File: config.mk
export PLATFORM = sky130hd
export DESIGN_NAME = nvm_dist
export DESIGN_NICKNAME = d
export VERILOG_FILES = /design/src/hdl/nvm_pkg.sv /design/src/hdl/nvm_dist.sv
export SDC_FILE = /design/constraint.sdc
export NUM_CORES = 1
export LEC_CHECK = 0
export BUFFER_PORTS_ARGS = -buffer_cell sky130_fd_sc_hd__clkbuf_2
export CORE_MARGIN = 2
export CORE_UTILIZATION = 60
export DETAILED_ROUTE_END_ITERATION = 10
export PLACE_DENSITY = 0.77
export SYNTH_ARGS = -nofsm -noshare
export SYNTH_HDL_FRONTEND = slang
export SYNTH_SLANG_ARGS = --single-unit
File: constraint.sdc
create_clock -name clk -period 19.8 [get_ports clk]
set_clock_uncertainty 0.2 [all_clocks]
set_input_delay 3.96 -clock clk [delete_from_list [all_inputs] [get_ports clk]]
set_output_delay 3.96 -clock clk [all_outputs]
set_load 0.03 [all_outputs]
File: src/hdl/nvm_pkg.sv
// Shared types and constants for the nearest vector match block.
// Used by nvm_dist, nearest_vector_match and the testbench; depends on nothing.
`timescale 1ns / 1ps

package nvm_pkg;

    localparam int DIST_W = 41;
    localparam logic [DIST_W-1:0] DIST_MAX = {DIST_W{1'b1}};
    localparam logic [DIST_W-1:0] THRESHOLD_RESET = 41'd268435456;

    // Magnitudes above this square past the distance range.
    localparam int MAG_W = 21;
    localparam logic [63:0] MAG_LIMIT = 64'h1F_FFFF;

    localparam int TAG_W = 16;
    localparam int BEST_W = 8;
    localparam int ENTRIES_W = 9;

    localparam int CFG_INDEX_W = 1;
    localparam logic [CFG_INDEX_W-1:0] REG_ENTRIES_IN_USE = 1'd0;
    localparam logic [CFG_INDEX_W-1:0] REG_THRESHOLD = 1'd1;

    localparam logic ACTION_WRITE = 1'b0;
    localparam logic ACTION_QUERY = 1'b1;

    // Tag that travels with one element read through the distance pipeline.
    typedef struct packed {
        logic             valid;
        logic             last_dim;
        logic             last_entry;
        logic [TAG_W-1:0] entry;
    } dist_tag_t;

    // One finished entry distance.
    typedef struct packed {
        logic              valid;
        logic              last_entry;
        logic [TAG_W-1:0]  entry;
        logic [DIST_W-1:0] distance;
    } dist_res_t;

endpackage

File: src/hdl/nvm_dist.sv
// Squared distance pipeline: difference, square, saturating accumulate.
// Depends on nvm_pkg; fed by the registered reads of nvm_store.
`timescale 1ns / 1ps

module nvm_dist #(
    parameter int ELEMENT_WIDTH = 16
) (
    input  logic                     clk,
    input  logic                     rst_n,
    input  nvm_pkg::dist_tag_t       req,
    input  logic [ELEMENT_WIDTH-1:0] ref_rdata,
    input  logic [ELEMENT_WIDTH-1:0] qry_rdata,
    output nvm_pkg::dist_res_t       res
);

    localparam int DW = ELEMENT_WIDTH + 1;

    nvm_pkg::dist_tag_t tag_s1_reg, tag_s2_reg, tag_s3_reg;

    logic [DW-1:0]                diff;
    logic [DW-1:0]                mag;
    logic [63:0]                  mag_wide;
    logic [nvm_pkg::MAG_W-1:0]    mag_s2_reg;
    logic                         sat_s2_reg;
    logic [2*nvm_pkg::MAG_W-1:0]  square;
    logic [nvm_pkg::DIST_W-1:0]   sq_s3_reg;
    logic [nvm_pkg::DIST_W:0]     sum;
    logic [nvm_pkg::DIST_W-1:0]   sum_sat;
    logic [nvm_pkg::DIST_W-1:0]   acc_reg;

    assign diff = DW'($signed({qry_rdata[ELEMENT_WIDTH-1], qry_rdata})
                    - $signed({ref_rdata[ELEMENT_WIDTH-1], ref_rdata}));
    assign mag = diff[DW-1] ? (~diff + 1'b1) : diff;
    assign mag_wide = 64'(mag);
    assign square = mag_s2_reg * mag_s2_reg;
    assign sum = {1'b0, acc_reg} + {1'b0, sq_s3_reg};
    assign sum_sat = sum[nvm_pkg::DIST_W] ? nvm_pkg::DIST_MAX : sum[nvm_pkg::DIST_W-1:0];

    // Control: tags, accumulator state and the result.
    always_ff @(posedge clk or negedge rst_n)
    begin
        if (!rst_n)
        begin
            tag_s1_reg <= '0;
            tag_s2_reg <= '0;
            tag_s3_reg <= '0;
            acc_reg <= '0;
            res <= '0;
        end
        else
        begin
            tag_s1_reg <= req;
            tag_s2_reg <= tag_s1_reg;
            tag_s3_reg <= tag_s2_reg;
            res.valid <= tag_s3_reg.valid && tag_s3_reg.last_dim;
            res.distance <= sum_sat;
            res.entry <= tag_s3_reg.entry;
            res.last_entry <= tag_s3_reg.last_entry;
            if (tag_s3_reg.valid)
            begin
                // restart the sum after the last dimension of each entry
                acc_reg <= tag_s3_reg.last_dim ? '0 : sum_sat;
            end
        end
    end

    // Payload: no reset needed.
    always_ff @(posedge clk)
    begin
        mag_s2_reg <= mag_wide[nvm_pkg::MAG_W-1:0];
        sat_s2_reg <= mag_wide > nvm_pkg::MAG_LIMIT;
        if (sat_s2_reg || square > {1'b0, nvm_pkg::DIST_MAX})
        begin
            sq_s3_reg <= nvm_pkg::DIST_MAX;
        end
        else
        begin
            sq_s3_reg <= square[nvm_pkg::DIST_W-1:0];
        end
    end

endmodule

==> summary.md <==
| Metric | Value |
|---|---|
| Status | complete, no violations |
| DIE HEIGHT | 173.0 um |
| Startpoint Class | register |
| Post-DR vias/cell | 5.430 |
| Final setup viols | 0 |
| RSZ-0062 raised after global routing | no |
| Resized Gates After CTS | 0 |
| Row cnt | 61 |
| Inserted Clock Buffers | 22 |
| CTS clk-pin slew, worst paths | 60 ps |
| Area Growth Syn to Fin | 8.920% |
| Setup TNS | 0 ps |
| Vias in the first global route | 12730 |
| Gpl congestion | 0.9061 |
| Fraction of layout cells with a size suffix above 1 | 0.09620 |
| Htree depth | 1 |
| Pin count of the biggest net entering global routing | 85 |
| Clock root buffer | clkbuf_16 |
| Synthesized Nets | 2143 |
| Commonest non-fill, non-tap cells in the layout | inv_1 (333), fa_1 (192), ha_1 (162) |
| Netlist cell types | 73 |
| GRT Resource Usage Total | 0.2372 |
| Yosys Warn Count | 0 |
| Total gr overflow | 0 |
| WP data required | 20020 ps |
| Most common cell after layout, fill and taps aside | inv_1 |
| Fin crit share | 0.3478 |
| Worst Setup End Kind | register |
| Worst min path class | reg -> reg |
| Fin crit period | 6887 ps |
| Post-synth EDFFs | 0 |
| Post-CTS setup buffers | 0 |
| Mean post-synth cell area | 9.874 um2 |
| Sequential area share after synthesis | 0.2876 |
| WL per Instance | 15.35 um |
| Total I/O pin count | 112 |
| Antenna violations before repair | 0 |
| Max FFs per register | 59 |
| Max Freq | 145.2 MHz |
| DP Area | 17980 um2 |
| CP Class | reg -> reg |
| Routed Antenna Nets | 0 |
| DR pass1 iterations | 5 |
| Die width | 173.0 um |
| Clock Latency Late Sink | 510 ps |
| FILL cells | 2215 |
| Via count | 12040 |
| Drt drc | 0 |
| Detailed Place HPWL | 27030 um |
| Initial Utilization | 0.6136 |
| FFs w/ async S/R, synth | 0.7585 |
| Full die area | 29940 um2 |
| WL final | 34040 um |
| Cells after Synth | 1736 |
| Core area | 27930 um2 |
| Slew Limit Fails | 0 |
| WP data arrival | 7110 ps |
| Worst slew pin tran | 978.9 ps |
| Final Hold Violating Endpoints | 0 |
| Final net count | 2231 |
| Yosys reg bits | 207 |
| Cell Area, Synth | 17140 um2 |
| Final Cell Area | 18670 um2 |
| Synth Flop Type | dfrtp_1 |
| Buffers on Ports | 111 |
| Slew Limit Headroom | 0.3474 |
| CTS Hold Bufs | 0 |
| CTS tree | yes |
| # clock sinks | 207 |
| Drt first-iter violations | 778 |
| Ant. Diodes | 0 |
| Global-route wire length before repair | 59310 um |
| Fin cells | 2218 |
| Max-cap check violation count | 0 |
| CTS max path bufs | 3 |
| Max FO, Critical Path | 14 |
| Placed Cells | 2178 |
==> final timing paths <==
| path | from | endpoint | slack (ps) | cells after the start |
|---|---|---|---|---|
| min in group asynchronous | rst_n | acc_reg[5] | 3250 | 1 |
| max in group asynchronous | rst_n | tag_s3_reg[1] | 14700 | 2 |
| worst min register to register | tag_s2_reg[2] | tag_s3_reg[2] | 130 | 0 |
| worst max-delay path | mag_s2_reg[11] | sq_s3_reg[27] | 12910 | 22 |
| worst min-delay path | tag_s2_reg[2] | tag_s3_reg[2] | 130 | 0 |
| worst max register to register | mag_s2_reg[11] | sq_s3_reg[27] | 12910 | 22 |
==> cell families (layout without fill, tap and decap cells) <==
kind of cell	count (synthesis)	count (layout)	synth area share
AO/OA/AOI/OAI	302	302	0.1200
XOR/XNOR	95	95	0.04854
adder cells (fa/ha/maj)	354	354	0.3425
buffers and inverters	384	488	0.08591
flip-flops	207	207	0.2876
multiplexers	5	5	0.003357
AND/OR/NAND/NOR	389	389	0.1121
==> through the flow <==
| stage | hold slack [ps] | util | setup slack [ps] |
|---|---|---|---|
| after floorplan | 131.2 | - | 13230 |
| after global placement | 131.3 | 0.6438 | 12940 |
| after detailed placement | 134.7 | 0.6438 | 12900 |
| after CTS | 142.1 | 0.6684 | 12920 |
| after global routing | 151.9 | 0.6684 | 12520 |
| final | 134.4 | 0.6684 | 12910 |
==> critical path, stage by stage (launching register included) <==
cell and delay [ps]:
dfxtp_1 670, inv_1 260, nor2_1 250, fa_1 450, inv_1 90, fa_1 420
fa_1 520, inv_1 60, fa_1 490, fa_1 490, inv_1 50, fa_1 520
inv_1 40, ha_1 360, a21oi_1 190, o21ai_0 130, or2_2 320, o211ai_1 240
a21oi_1 160, a21boi_0 460, o21bai_1 110, a21oi_1 190, xnor2_1 140
==> synthesized netlist by cell type (5+ instances only) <==
master / n / area share
inv_1: 333 / 0.073
fa_1: 192 / 0.22
ha_1: 162 / 0.12
dfrtp_1: 157 / 0.23
nand2_1: 132 / 0.029
a21oi_1: 80 / 0.023
nor2_1: 76 / 0.017
xnor2_1: 63 / 0.032
and2_1: 62 / 0.023
o21ai_0: 51 / 0.015
dfxtp_1: 50 / 0.058
a21o_1: 48 / 0.021
clkbuf_1: 42 / 0.0092
xor2_1: 32 / 0.016
o2bb2ai_1: 28 / 0.014
nor3_1: 19 / 0.0055
nand3_1: 17 / 0.0050
nand4_1: 15 / 0.0055
and3_1: 14 / 0.0051
a31oi_1: 12 / 0.0044
nor2b_1: 12 / 0.0044
nand2b_1: 9 / 0.0033
or2_2: 9 / 0.0033
o21a_1: 8 / 0.0035
o21bai_1: 8 / 0.0035
or3_1: 7 / 0.0026
a211oi_1: 6 / 0.0026
a21boi_0: 6 / 0.0026
o211ai_1: 5 / 0.0022
==> metal layers <==
layer	track usage	wire length, um
met2	0.4097	16390
met3	0.02880	1661
met5	0	0
met4	0.06497	891
met1	0.3182	15100
==> layout make-up <==
| cell class | instances | area, um2 | share of cell area |
|---|---|---|---|
| multi-input combinational | 1145 | 10740 | 0.5752 |
| sequential | 207 | 4930 | 0.2640 |
| inverter | 333 | 1250 | 0.06695 |
| timing repair buffer | 115 | 591.8 | 0.03170 |
| clock buffer | 30 | 590.6 | 0.03163 |
| tap | 378 | 473.0 | 0.02533 |
| clock inverter | 10 | 96.34 | 0.005160 |
Power is not shown: default switching activity piles up to over one toggle a cycle in this logic, so the estimate is an artifact.
